--- src/pcm_pkg.sv ---
// shared types, sizes and action codes for the path corridor merge block
package pcm_pkg;

  // storage sizes
  localparam int MAX_CORR = 64;
  localparam int MAX_VIS  = 16;
  localparam int CIDX_W   = $clog2(MAX_CORR);
  localparam int CCNT_W   = 7;
  localparam int VIDX_W   = $clog2(MAX_VIS);
  localparam int VCNT_W   = $clog2(MAX_VIS + 1);
  localparam int REF_W    = 32;
  localparam int CAP_W    = 7;

  // input actions
  localparam logic [1:0] ACT_CORR  = 2'd0;
  localparam logic [1:0] ACT_VIS   = 2'd1;
  localparam logic [1:0] ACT_MERGE = 2'd2;
  localparam logic [1:0] ACT_CLEAR = 2'd3;

  // input item
  typedef struct packed {
    logic [1:0]       action;
    logic [REF_W-1:0] poly_ref;
  } in_item_t;

  // result item
  typedef struct packed {
    logic [REF_W-1:0]  corridor_ref;
    logic              has_entry;
    logic              is_last;
    logic [CCNT_W-1:0] new_length;
  } out_item_t;

  // controller to datapath
  typedef struct packed {
    logic accept;
    logic srch_rd;
    logic srch_cmp;
    logic calc;
    logic copy_rd;
    logic copy_wr;
    logic vis_wr;
    logic emit_start;
    logic emit_ld;
    logic emit_empty;
  } cmd_t;

  // datapath to controller
  typedef struct packed {
    logic corr_empty;
    logic vis_empty;
    logic hit;
    logic idx_zero;
    logic keep_zero;
    logic copy_last;
    logic vis_last;
    logic emit_last;
    logic out_free;
  } stat_t;

endpackage

--- src/pcm_ctrl.sv ---
// controller state machine for the path corridor merge block
module pcm_ctrl (
  input  logic           clk,
  input  logic           rst_n,
  input  logic           in_valid,
  input  logic [1:0]     in_action,
  output logic           in_stall,
  input  pcm_pkg::stat_t stat,
  output pcm_pkg::cmd_t  cmd
);

  localparam logic [3:0] S_IDLE   = 4'd0;
  localparam logic [3:0] S_SRD    = 4'd1;
  localparam logic [3:0] S_SCMP   = 4'd2;
  localparam logic [3:0] S_CALC   = 4'd3;
  localparam logic [3:0] S_CRD    = 4'd4;
  localparam logic [3:0] S_CWR    = 4'd5;
  localparam logic [3:0] S_VIS    = 4'd6;
  localparam logic [3:0] S_EINIT  = 4'd7;
  localparam logic [3:0] S_EEMPTY = 4'd8;
  localparam logic [3:0] S_ERD    = 4'd9;
  localparam logic [3:0] S_ELD    = 4'd10;

  logic [3:0] state_r, state_nxt;

  // items are taken only between merges
  assign in_stall = (state_r != S_IDLE);

  // next state and commands
  always_comb begin
    state_nxt = state_r;
    cmd       = '0;
    unique case (state_r)
      S_IDLE: begin
        if (in_valid) begin
          cmd.accept = 1'b1;
          if (in_action == pcm_pkg::ACT_MERGE) begin
            if (stat.corr_empty || stat.vis_empty) state_nxt = S_EINIT;
            else state_nxt = S_SRD;
          end
        end
      end
      S_SRD: begin
        cmd.srch_rd = 1'b1;
        state_nxt   = S_SCMP;
      end
      S_SCMP: begin
        cmd.srch_cmp = 1'b1;
        if (stat.hit) state_nxt = S_CALC;
        else if (stat.idx_zero) state_nxt = S_EINIT;
        else state_nxt = S_SRD;
      end
      S_CALC: begin
        cmd.calc  = 1'b1;
        state_nxt = stat.keep_zero ? S_VIS : S_CRD;
      end
      S_CRD: begin
        cmd.copy_rd = 1'b1;
        state_nxt   = S_CWR;
      end
      S_CWR: begin
        cmd.copy_wr = 1'b1;
        state_nxt   = stat.copy_last ? S_VIS : S_CRD;
      end
      S_VIS: begin
        cmd.vis_wr = 1'b1;
        if (stat.vis_last) state_nxt = S_EINIT;
      end
      S_EINIT: begin
        cmd.emit_start = 1'b1;
        state_nxt      = stat.corr_empty ? S_EEMPTY : S_ERD;
      end
      S_EEMPTY: begin
        if (stat.out_free) begin
          cmd.emit_empty = 1'b1;
          state_nxt      = S_IDLE;
        end
      end
      S_ERD: begin
        state_nxt = S_ELD;
      end
      S_ELD: begin
        if (stat.out_free) begin
          cmd.emit_ld = 1'b1;
          state_nxt   = stat.emit_last ? S_IDLE : S_ERD;
        end
      end
      default: state_nxt = S_IDLE;
    endcase
  end

  // state register
  always_ff @(posedge clk) begin
    if (!rst_n) begin
      state_r <= S_IDLE;
    end else begin
      state_r <= state_nxt;
    end
  end

endmodule

--- src/pcm_dpath.sv ---
// datapath of the path corridor merge block: stores, counters and output register
module pcm_dpath (
  input  logic                        clk,
  input  logic                        rst_n,
  input  pcm_pkg::in_item_t           in_data,
  input  logic                        cfg_valid,
  input  logic [pcm_pkg::CAP_W-1:0]   cfg_data,
  input  pcm_pkg::cmd_t               cmd,
  output pcm_pkg::stat_t              stat,
  output logic                        out_valid,
  input  logic                        out_stall,
  output pcm_pkg::out_item_t          out_data
);

  localparam int CIW = pcm_pkg::CIDX_W;
  localparam int CCW = pcm_pkg::CCNT_W;
  localparam int VIW = pcm_pkg::VIDX_W;
  localparam int VCW = pcm_pkg::VCNT_W;
  localparam int RW  = pcm_pkg::REF_W;

  // stores
  logic [RW-1:0] corr_mem [pcm_pkg::MAX_CORR];
  logic [RW-1:0] vis_r    [pcm_pkg::MAX_VIS];

  logic [CCW-1:0] cc_r;
  logic [VCW-1:0] vc_r;
  logic [pcm_pkg::CAP_W-1:0] cap_r;
  logic [RW-1:0]  rdata_r;

  logic [CIW-1:0] idx_r;
  logic [CIW-1:0] hitc_r;
  logic [VIW-1:0] hitv_r;
  logic [CCW-1:0] req_r, keep_r;
  logic           back_r;
  logic [CIW-1:0] cpy_r;
  logic [VIW-1:0] vi_r;
  logic [CIW-1:0] k_r;

  logic            out_valid_r;
  pcm_pkg::out_item_t out_r;

  // effective capacity, clamped to 1..MAX_CORR
  logic [CCW-1:0] eff_cap;
  always_comb begin
    if (cap_r == '0) eff_cap = CCW'(1);
    else if (cap_r > CCW'(pcm_pkg::MAX_CORR)) eff_cap = CCW'(pcm_pkg::MAX_CORR);
    else eff_cap = cap_r;
  end

  // compare the read corridor entry against every visited lane, earliest wins
  logic           hit_any;
  logic [VIW-1:0] hit_j;
  always_comb begin
    hit_any = 1'b0;
    hit_j   = '0;
    for (int j = pcm_pkg::MAX_VIS - 1; j >= 0; j--) begin
      if ((VCW'(j) < vc_r) && (vis_r[j] == rdata_r)) begin
        hit_any = 1'b1;
        hit_j   = VIW'(j);
      end
    end
  end

  // split between reversed visited tail and kept corridor tail
  logic [CCW-1:0] req_full, req_c, keep_full, keep_c, base_c;
  always_comb begin
    req_full  = CCW'(vc_r) - CCW'(hitv_r);
    req_c     = (req_full > eff_cap) ? eff_cap : req_full;
    base_c    = CCW'(hitc_r) + CCW'(1);
    keep_full = cc_r - base_c;
    keep_c    = ((req_c + keep_full) > eff_cap) ? (eff_cap - req_c) : keep_full;
  end

  // copy addressing, backward when the tail moves to higher addresses
  logic [CIW-1:0] keep_m1, t_idx, src_a, dst_a;
  assign keep_m1 = CIW'(keep_r - CCW'(1));
  assign t_idx   = back_r ? (keep_m1 - cpy_r) : cpy_r;
  assign src_a   = hitc_r + CIW'(1) + t_idx;
  assign dst_a   = CIW'(req_r) + t_idx;

  // visited tail read, newest first
  logic [VIW-1:0] vis_a;
  assign vis_a = VIW'(vc_r - VCW'(1)) - vi_r;

  // memory port selects
  logic [CIW-1:0] raddr;
  logic           we;
  logic [CIW-1:0] waddr;
  logic [RW-1:0]  wdata;
  always_comb begin
    if (cmd.srch_rd) raddr = idx_r;
    else if (cmd.copy_rd) raddr = src_a;
    else raddr = k_r;
    we    = 1'b0;
    waddr = CIW'(cc_r);
    wdata = in_data.poly_ref;
    if (cmd.accept && (in_data.action == pcm_pkg::ACT_CORR) &&
        (cc_r < CCW'(pcm_pkg::MAX_CORR))) begin
      we = 1'b1;
    end else if (cmd.copy_wr) begin
      we    = 1'b1;
      waddr = dst_a;
      wdata = rdata_r;
    end else if (cmd.vis_wr) begin
      we    = 1'b1;
      waddr = CIW'(vi_r);
      wdata = vis_r[vis_a];
    end
  end

  // corridor memory
  always_ff @(posedge clk) begin
    if (we) corr_mem[waddr] <= wdata;
    rdata_r <= corr_mem[raddr];
  end

  // visited lanes
  always_ff @(posedge clk) begin
    if (cmd.accept && (in_data.action == pcm_pkg::ACT_VIS) &&
        (vc_r < VCW'(pcm_pkg::MAX_VIS))) begin
      vis_r[VIW'(vc_r)] <= in_data.poly_ref;
    end
  end

  logic out_take, out_free;
  assign out_take = out_valid_r && !out_stall;
  assign out_free = !out_valid_r || !out_stall;

  // counts, capacity and output valid
  always_ff @(posedge clk) begin
    if (!rst_n) begin
      cc_r        <= '0;
      vc_r        <= '0;
      cap_r       <= pcm_pkg::CAP_W'(pcm_pkg::MAX_CORR);
      out_valid_r <= 1'b0;
    end else begin
      if (cfg_valid) cap_r <= cfg_data;
      if (cmd.accept) begin
        case (in_data.action)
          pcm_pkg::ACT_CORR:
            if (cc_r < CCW'(pcm_pkg::MAX_CORR)) cc_r <= cc_r + CCW'(1);
          pcm_pkg::ACT_VIS:
            if (vc_r < VCW'(pcm_pkg::MAX_VIS)) vc_r <= vc_r + VCW'(1);
          pcm_pkg::ACT_CLEAR:
            cc_r <= '0;
          default: ;
        endcase
      end
      if (cmd.vis_wr && stat.vis_last) cc_r <= req_r + keep_r;
      if (cmd.emit_start) vc_r <= '0;
      if (cmd.emit_ld || cmd.emit_empty) out_valid_r <= 1'b1;
      else if (out_take) out_valid_r <= 1'b0;
    end
  end

  // walk indexes and merge split
  always_ff @(posedge clk) begin
    if (cmd.accept) idx_r <= CIW'(cc_r - CCW'(1));
    if (cmd.srch_cmp) begin
      if (hit_any) begin
        hitc_r <= idx_r;
        hitv_r <= hit_j;
      end else begin
        idx_r <= idx_r - CIW'(1);
      end
    end
    if (cmd.calc) begin
      req_r  <= req_c;
      keep_r <= keep_c;
      back_r <= (req_c > base_c);
      cpy_r  <= '0;
      vi_r   <= '0;
    end
    if (cmd.copy_wr) cpy_r <= cpy_r + CIW'(1);
    if (cmd.vis_wr) vi_r <= vi_r + VIW'(1);
    if (cmd.emit_start) k_r <= '0;
    if (cmd.emit_ld) k_r <= k_r + CIW'(1);
  end

  // output payload
  always_ff @(posedge clk) begin
    if (cmd.emit_ld) begin
      out_r.corridor_ref <= rdata_r;
      out_r.has_entry    <= 1'b1;
      out_r.is_last      <= stat.emit_last;
      out_r.new_length   <= cc_r;
    end else if (cmd.emit_empty) begin
      out_r.corridor_ref <= '0;
      out_r.has_entry    <= 1'b0;
      out_r.is_last      <= 1'b1;
      out_r.new_length   <= '0;
    end
  end

  assign out_valid = out_valid_r;
  assign out_data  = out_r;

  // status back to the controller
  always_comb begin
    stat.corr_empty = (cc_r == '0);
    stat.vis_empty  = (vc_r == '0);
    stat.hit        = hit_any;
    stat.idx_zero   = (idx_r == '0);
    stat.keep_zero  = (keep_c == '0);
    stat.copy_last  = (cpy_r == keep_m1);
    stat.vis_last   = (CCW'(vi_r) + CCW'(1) == req_r);
    stat.emit_last  = (CCW'(k_r) + CCW'(1) == cc_r);
    stat.out_free   = out_free;
  end

endmodule

--- src/path_corridor_merge.sv ---
// top level of the path corridor merge block
// Usage: items arrive on in_valid/in_stall/in_data. Action 0 appends a
// polygon reference to the corridor, action 1 appends one to the visited
// list, action 3 empties the corridor; each gives no
// result. Action 2 merges the visited list into the corridor and sends the
// whole corridor out on out_valid/out_stall/out_data, one item per entry,
// is_last on the final one (a single empty item when the corridor is empty).
// Merge steps: corridor entries are scanned from the end until a common
// polygon is found, kept corridor entries are moved and visited entries
// placed, all through the corridor memory, then the result items are
// sent while the receiver keeps up.
// in_stall stays high during a merge, else appends are taken every cycle.
// cfg_valid/cfg_ready/cfg_data write path_capacity; cfg_ready is always high.
// A stalled receiver holds the output register and pauses the merge at its
// next result; the last result may wait while new items are taken.
// Reset (rst_n low, synchronous) empties both lists, sets capacity to 64 and
// drops any pending result; there is no memory clearing pass.
module path_corridor_merge (
  input  logic                      clk,
  input  logic                      rst_n,
  input  logic                      in_valid,
  output logic                      in_stall,
  input  pcm_pkg::in_item_t         in_data,
  output logic                      out_valid,
  input  logic                      out_stall,
  output pcm_pkg::out_item_t        out_data,
  input  logic                      cfg_valid,
  output logic                      cfg_ready,
  input  logic [pcm_pkg::CAP_W-1:0] cfg_data
);

  pcm_pkg::cmd_t  cmd;
  pcm_pkg::stat_t stat;

  assign cfg_ready = 1'b1;

  // sequencing
  pcm_ctrl u_ctrl (
    .clk       (clk),
    .rst_n     (rst_n),
    .in_valid  (in_valid),
    .in_action (in_data.action),
    .in_stall  (in_stall),
    .stat      (stat),
    .cmd       (cmd)
  );

  // storage and arithmetic
  pcm_dpath u_dpath (
    .clk       (clk),
    .rst_n     (rst_n),
    .in_data   (in_data),
    .cfg_valid (cfg_valid),
    .cfg_data  (cfg_data),
    .cmd       (cmd),
    .stat      (stat),
    .out_valid (out_valid),
    .out_stall (out_stall),
    .out_data  (out_data)
  );

endmodule

--- config.mk ---
export PLATFORM = sky130hd
export DESIGN_NAME = path_corridor_merge
export DESIGN_NICKNAME = d
export VERILOG_FILES = /design/src/pcm_pkg.sv /design/src/pcm_ctrl.sv /design/src/pcm_dpath.sv /design/src/path_corridor_merge.sv
export SDC_FILE = /design/constraint.sdc
export NUM_CORES = 2
export LEC_CHECK = 0
export BUFFER_PORTS_ARGS = -buffer_cell sky130_fd_sc_hd__buf_2
export CAP_MARGIN = 10
export CORE_AREA = 2 2 538 487
export DETAILED_ROUTE_END_ITERATION = 16
export DIE_AREA = 0 0 540 489
export PLACE_DENSITY = 0.62
export REMOVE_ABC_BUFFERS = 1
export SYNTH_ARGS = -nofsm -noshare
export SYNTH_HDL_FRONTEND = slang
export SYNTH_SLANG_ARGS = --single-unit
export TNS_END_PERCENT = 30
--- constraint.sdc ---
create_clock -name clk -period 5.9 [get_ports clk]
set_input_delay 0.59 -clock clk [delete_from_list [all_inputs] [get_ports clk]]
set_output_delay 0.59 -clock clk [all_outputs]
set_load 0.03 [all_outputs]
Word level (Yosys, flattened, before mapping)
Memory sizes are Yosys's and may differ from the RTL's. A register that Yosys moved wholly into a read port is not among the register bits. Index checks and enable logic that the tools add are counted.

Add/sub/neg operators: 22. $lt $le $gt $ge: 22. Equal/unequal tests: 38. Multiplexer cells: 93. Bitwise gates (word level): 1. Reductions and logical operators: 50.

Operators by type and width (number): $eq A32 B32 Y1 (16); $mux W32 (3); $mux W41 (2); $mux W6 (13); $mux W4 (16); $mux W7 (7); $pmux W4 S11 (1); $lt A4 B5 Y1 const A (8); $mux W1 (39); $logic_and A1 B1 Y1 (22); $gt A7 B7 Y1 (3); $logic_not A7 Y1 (3); $mux W3 (7); $lt A3 B5 Y1 const A (4); $add A6 B1 Y6 const B (3); $sub A6 B1 Y6 const B (3); $eq A4 B3 Y1 const B (4); $add A6 B1 Y7 const B (2); $add A7 B7 Y7 (2); $eq A7 B7 Y1 (2); $pmux W7 S2 (1); $sub A7 B7 Y7 (2); $add A6 B6 Y6 (2); $eq A4 B4 Y1 const B (3); 38 further kinds (58).

Register bits: 112. Memory bits (writable): 2560. Input bits: 46. Output and inout bits: 44. Word-level logic and storage cells: 249. Memories kept: 2.

Memory list: u_dpath.corr_mem (words 64, bits a word 32, rd ports 1, clocked after Yosys merged registers in 1, write ports 1, line pcm_dpath.sv:22) `logic [RW-1:0] corr_mem [pcm_pkg::MAX_CORR];`; u_dpath.vis_r (words 16, bits a word 32, rd ports 17, clocked after Yosys merged registers in 0, write ports 1, line pcm_dpath.sv:23) `logic [RW-1:0] vis_r [pcm_pkg::MAX_VIS];`.

Longest topological paths before layout
An unclocked memory read counts as a cell.

Word-level depth: 21. Gate-level depth with buffers: 30.

By module
A second synthesis with hierarchy kept.

Cell total of the unflattened synthesis: 6360. Area total of the unflattened synthesis: 113505.1 um^2.

By module, submodules not included: pcm_dpath (instances 1, cells each 6293, area an instance 113024.6 um^2, sequential area each 80487.2 um^2); pcm_ctrl (instances 1, cells each 65, area an instance 469.2 um^2, sequential area each 80.1 um^2); path_corridor_merge (instances 1, cells each 2, area an instance 11.3 um^2, sequential area each 0.0 um^2).

Worst setup path after synthesis
Ideal clock, no wire load.

Path type: flip-flop to flip-flop. From: register u_dpath.vc_r[0]. To: register u_dpath.keep_r[1], data pin. Setup time: 0.260 ns. Arrival time: 5.993 ns. Slack: -0.353 ns. Stages on the path, launching flop included: 30. Path through: dfxtp_1 > buf_6 > inv_1 > ha_1 > inv_1 > fa_1 > a21o_1 > a21oi_1 > xnor2_1 > inv_1 > ha_1 > nand3_1 > o21ai_0 > maj3_1 > a21oi_1 > nor2_1 > mux2i_1 > ha_1 > fa_1 > a21o_1 > a21oi_1 > o21bai_1 > a21oi_1 > xor2_1 > xnor2_1 > ha_1 > nand2_1 > nor4_1 > a21oi_1 > mux2_2.

Word-level cells in the longest chain between the ends: 6. Elaborated cells between the ends (all ways): 7.

Ends and longest elaborated chain: start, declared (line pcm_dpath.sv:26) `logic [VCW-1:0] vc_r;`; start signal, assigned (line pcm_dpath.sv:143) `if (vc_r < VCW'(pcm_pkg::MAX_VIS)) vc_r <= vc_r + VCW'(1);`; $sub A5 B4 Y6 (*) (line pcm_dpath.sv:67) `req_full = CCW'(vc_r) - CCW'(hitv_r);`; $gt A7 B7 Y1 (line pcm_dpath.sv:68) `req_c = (req_full > eff_cap) ? eff_cap : req_full;`; $mux W7 (*) (line pcm_dpath.sv:68); net u_dpath.req_c[0] (line pcm_dpath.sv:65) `logic [CCW-1:0] req_full, req_c, keep_full, keep_c, base_c;`; $add A7 B7 Y7 (line pcm_dpath.sv:71) `keep_c = ((req_c + keep_full) > eff_cap) ? (eff_cap - req_c) : keep_full;`; $gt A7 B7 Y1 (line pcm_dpath.sv:71); $mux W7 (*) (line pcm_dpath.sv:71); net u_dpath.keep_c[1] (line pcm_dpath.sv:65); end signal, assigned (line pcm_dpath.sv:169) `keep_r <= keep_c;`; end, declared (line pcm_dpath.sv:33) `logic [CCW-1:0] req_r, keep_r;`.

The timed path passes the listed nets; every way through them passes the cells marked *. A chain may end at the register's enable or synchronous reset.

Worst setup path after layout
From: register u_dpath.vc_r[0]. To: register u_ctrl.state_r[1].

Elaborated cells between the ends (all ways): 64.

RTL lines: $sub A5 B4 Y6 (*) (line pcm_dpath.sv:67); $gt A7 B7 Y1 (line pcm_dpath.sv:68); $mux W7 (*) (line pcm_dpath.sv:68); net u_dpath.req_c[1] (line pcm_dpath.sv:65); $add A7 B7 Y7 (line pcm_dpath.sv:71); $gt A7 B7 Y1 (line pcm_dpath.sv:71); $mux W7 (*) (line pcm_dpath.sv:71); $logic_not A7 Y1 (*) (line pcm_dpath.sv:204) `stat.keep_zero = (keep_c == '0);`; $mux W2 (*) (line pcm_ctrl.sv:55) `state_nxt = stat.keep_zero ? S_VIS : S_CRD;`; $pmux W4 S11 (*) (line pcm_ctrl.sv:33) `unique case (state_r)`; end signal, assigned (line pcm_ctrl.sv:97) `state_r <= state_nxt;`; end, declared (line pcm_ctrl.sv:24) `logic [3:0] state_r, state_nxt;`.

The timed path passes the listed nets; every way through them passes the cells marked *. The select of a mux whose other input is x is not followed.

==> results.yml <==
status:
  status: "finished, final reports clean"
synth:
  synth.avg_cell_area_um2: 13.8
  netlist_instances: 8392
  ys_seq_elements: 2704
  async_reset_ff_frac: 0
  synth_cell_type_count: 79
  synth.cell_area_mm2: 0.116
  ys_seq_area_frac: 0.696
  ys.flop_type: "edfxtp_1"
  synth_edf_count: 2641
  ys.warnings.count: 0
worst_setup_path:
  arrival_ps: 6440
  cp-start-kind: "flop"
  cp_max_fo: 7
  required_ps: 6710
  cp_slowest_cell: "fa_2"
  rr_worst_depth: 28
  r2r_slack_ps: 270
  crit_path_max_incr_delay_ps: 400
  timing.rr.end: "u_ctrl.state_r[1]"
  cp-end-kind: "flop"
  critPathKind: "reg -> reg"
  reg2reg_from: "u_dpath.vc_r[0]"
placement:
  routabilityCongestion: 0.948
  portBuffers: 88
  place_inst: 11800
  place_hpwl_um: 208000
  pre_cts_ws_ps: -481
floorplan:
  num_io_pins: 90
  die_area_mm2: 0.264
  num_rows: 178
  initial_utilization: 0.446
  fp.coreArea_mm2: 0.259
  chipWidth_um: 540
  fp.dieH_um: 489
global_routing:
  overflow: 0
  grt_usage: 0.257
  grt_max_degree: 115
  grt_pass1_wl_um: 496000
  grt_pass1_vias: 69700
  antenna_found_initial: 10
clocking:
  cts_num_sinks: 2704
  clock_path_buffers: 4
  worstSkewPairLatency_ps: 940
  cts_tree: "built"
  cts_max_level: 5
  cts_buffers: 295
  clk_pin_slew_ps: 60
  root_buffer: "clkbuf_16"
hold_path:
  hold_class: "in -> reg"
  holdPathEnd: "u_dpath.cap_r[6]"
  worstHoldStart: "cfg_valid"
  whs_path_depth: 2
timing:
  fmax_ghz: 0.178
  worst_slack_ps: 268
  tns_ps: 0
  slew_headroom: 0.140
  tightest_slew_ps: 1290
  period_needed_ps: 5630
  rsz0062_at_grt: "no"
  maxSlewViolCount: 0
  min_period_over_period: 0.955
  setup_violations: 0
  clock_skew_ps: 71.0
  final_hold_viol_count: 0
drt:
  first_pass_iters: 8
  ant_nets: 0
  wl_per_cell_um: 28.2
  drc: 0
  drt_iter0_drc: 9711
  drt-total-wl_um: 346000
  detail_route.vias_per_cell: 6.02
  vias: 73900
job:
  drv_cap: 0
power:
  ir_worst_vdd_uv: 391
  leakagePower_nw: 43.8
  power.density_mw_per_mm2: 475
layout:
  register_area_mm2: 0.0806
  n_fill_cell: 21500
  layout-drive-gt1-share: 0.135
  instances_no_fill: 12300
  multi_input_area_mm2: 0.0332
  syn_to_final_growth_pct: 14.2
  nNetsFinal: 8774
through the flow:
stage | power [mW] | util | area, um2 | hold slack (ps)
floorplan | 34.3 | - | 113000 | 468
global placement | 44.8 | 0.474 | 123000 | 501
detailed placement | 45.1 | 0.474 | 123000 | 512
CTS | 62.6 | 0.509 | 132000 | 35.7
global route | 64.9 | 0.510 | 132000 | 81.1
finish | 62.7 | 0.510 | 132000 | 89.7
Yosys cell counts, drive strengths merged, types with 3 or more instances:
cell type / count / share of area
a211oi: 325 / 0.021
a21oi: 53 / 0.0023
o21ai: 38 / 0.0017
nor4b: 5 / 0.00056
mux2: 7 / 0.00071
nor3b: 5 / 0.00032
or4: 6 / 0.00045
a311oi: 259 / 0.020
a31oi: 7 / 0.00038
o211a: 3 / 0.00026
a22oi: 33 / 0.0021
mux2i: 47 / 0.0041
clkbuf: 394 / 0.013
nand4: 189 / 0.010
xor2: 70 / 0.0053
mux4: 128 / 0.025
inv: 66 / 0.0021
nand3b: 4 / 0.00026
o21a: 9 / 0.00058
nor3: 45 / 0.0020
or3: 7 / 0.00042
a21boi: 5 / 0.00032
o21bai: 5 / 0.00032
edfxtp: 2641 / 0.69
fa: 9 / 0.0016
dfxtp: 63 / 0.011
nor4: 97 / 0.0052
buf: 165 / 0.0094
nor2: 155 / 0.0050
and3: 11 / 0.00059
a21o: 21 / 0.0014
o211ai: 267 / 0.017
ha: 77 / 0.0083
a221o: 33 / 0.0029
o22ai: 3 / 0.00016
nand2: 1876 / 0.061
nand3: 304 / 0.013
nand4b: 4 / 0.00030
xnor2: 520 / 0.039
nand2b: 11 / 0.00059
and2: 304 / 0.016
o221ai: 35 / 0.0026
o31a: 3 / 0.00023
nor2b: 57 / 0.0031
layout by cell type, fill, tap and decap left out, drive strengths merged, types with 63 or more instances in the layout:
cell type / instances
nor2: 155
clkinv: 79
xnor2: 520
nand4: 189
nand2: 1876
edfxtp: 2641
a211oi: 325
nand3: 304
mux4: 128
clkbuf: 393
nor4: 97
o211ai: 267
a311oi: 259
buf: 505
inv: 73
dfxtp: 63
and2: 304
ha: 77
xor2: 70
routing by layer:
layer	global-route usage	wire length [um]	vias up
li1	-	-	32000
met1	0.376	145000	37400
met2	0.389	154000	3857
met3	0.0408	33300	608
met4	0.0967	13600	6
met5	0	41	-
state kept, by name, summed over array words and instances, names as in the netlist:
signal	cells
u_dpath.cap_r	7
u_dpath.out_data	41
u_dpath.vc_r	5
u_dpath.corr_mem	2048
u_dpath.rdata_r	32
u_dpath.vis_r	512
u_dpath.cc_r	7
u_dpath.idx_r	6
u_dpath.req_r	7
u_dpath.keep_r	7
u_dpath.out_valid	1
u_dpath.hitv_r	4
u_dpath.cpy_r	6
u_ctrl.state_r	4
u_dpath.vi_r	4
u_dpath.hitc_r	6
u_dpath.k_r	6
u_dpath.back_r	1
worst max-delay path, delay by kind of cell (launching register included):
| family | cells | cell delay (ps) |
|---|---|---|
| compound gates | 11 | 1560 |
| xor+xnor | 3 | 450 |
| fa+ha+maj | 6 | 1820 |
| buf+inv | 3 | 250 |
| flops | 1 | 310 |
| mux | 1 | 330 |
| simple gates | 4 | 810 |
what timing repair did:
| item | in CTS | in global routing |
|---|---|---|
| endpoints found under the setup margin | 8 | 8 |
| gates resized for setup | 11 | 13 |
| pin swaps | 2 | 12 |
| hold buffers | 7 | 0 |
| setup buffers | 0 | 2 |
| endpoints found under the hold margin | 7 | 0 |
worst max path at each step:
stage	from	endpoint	slack (ps)
after global placement	u_dpath.vc_r[0]	u_dpath.keep_r[1]	-510
after global routing	u_dpath.vc_r[0]	u_ctrl.state_r[1]	3
after detailed placement	u_dpath.vc_r[0]	u_dpath.keep_r[4]	-480
final	u_dpath.vc_r[0]	u_ctrl.state_r[1]	270
after floorplan	u_ctrl.state_r[0]	u_dpath.rdata_r[0]	-30620
after CTS	u_dpath.vc_r[0]	u_ctrl.state_r[1]	1
layout make-up:
cell class | instances | area share
multi-input combinational | 5063 | 0.251
tap | 3420 | 0.0324
antenna | 4 | 0.0000758
timing repair buffer | 512 | 0.0359
clock buffer | 393 | 0.0609
inverter | 66 | 0.00188
clock inverter | 112 | 0.00761
sequential | 2704 | 0.610
kinds of logic after synthesis:
logic type | after synthesis | synth area share
compound gates | 1119 | 0.0750
xor+xnor | 590 | 0.0447
fa+ha+maj | 87 | 0.00997
buf+inv | 625 | 0.0243
flops | 2704 | 0.696
mux | 182 | 0.0297
other cells | 1 | 0.0000324
simple gates | 3084 | 0.120
report_power, final:
part / total, mW / leakage [nW] / switching, mW / internal, mW
sequential: 23.3 / 24.4 / 1.04 / 22.2
combinational: 21.8 / 15.0 / 14.9 / 6.95
clock: 17.6 / 4.41 / 7.34 / 10.3
total: 62.7 / 43.8 / 23.3 / 39.5
(Power assumes the default switching activity.)
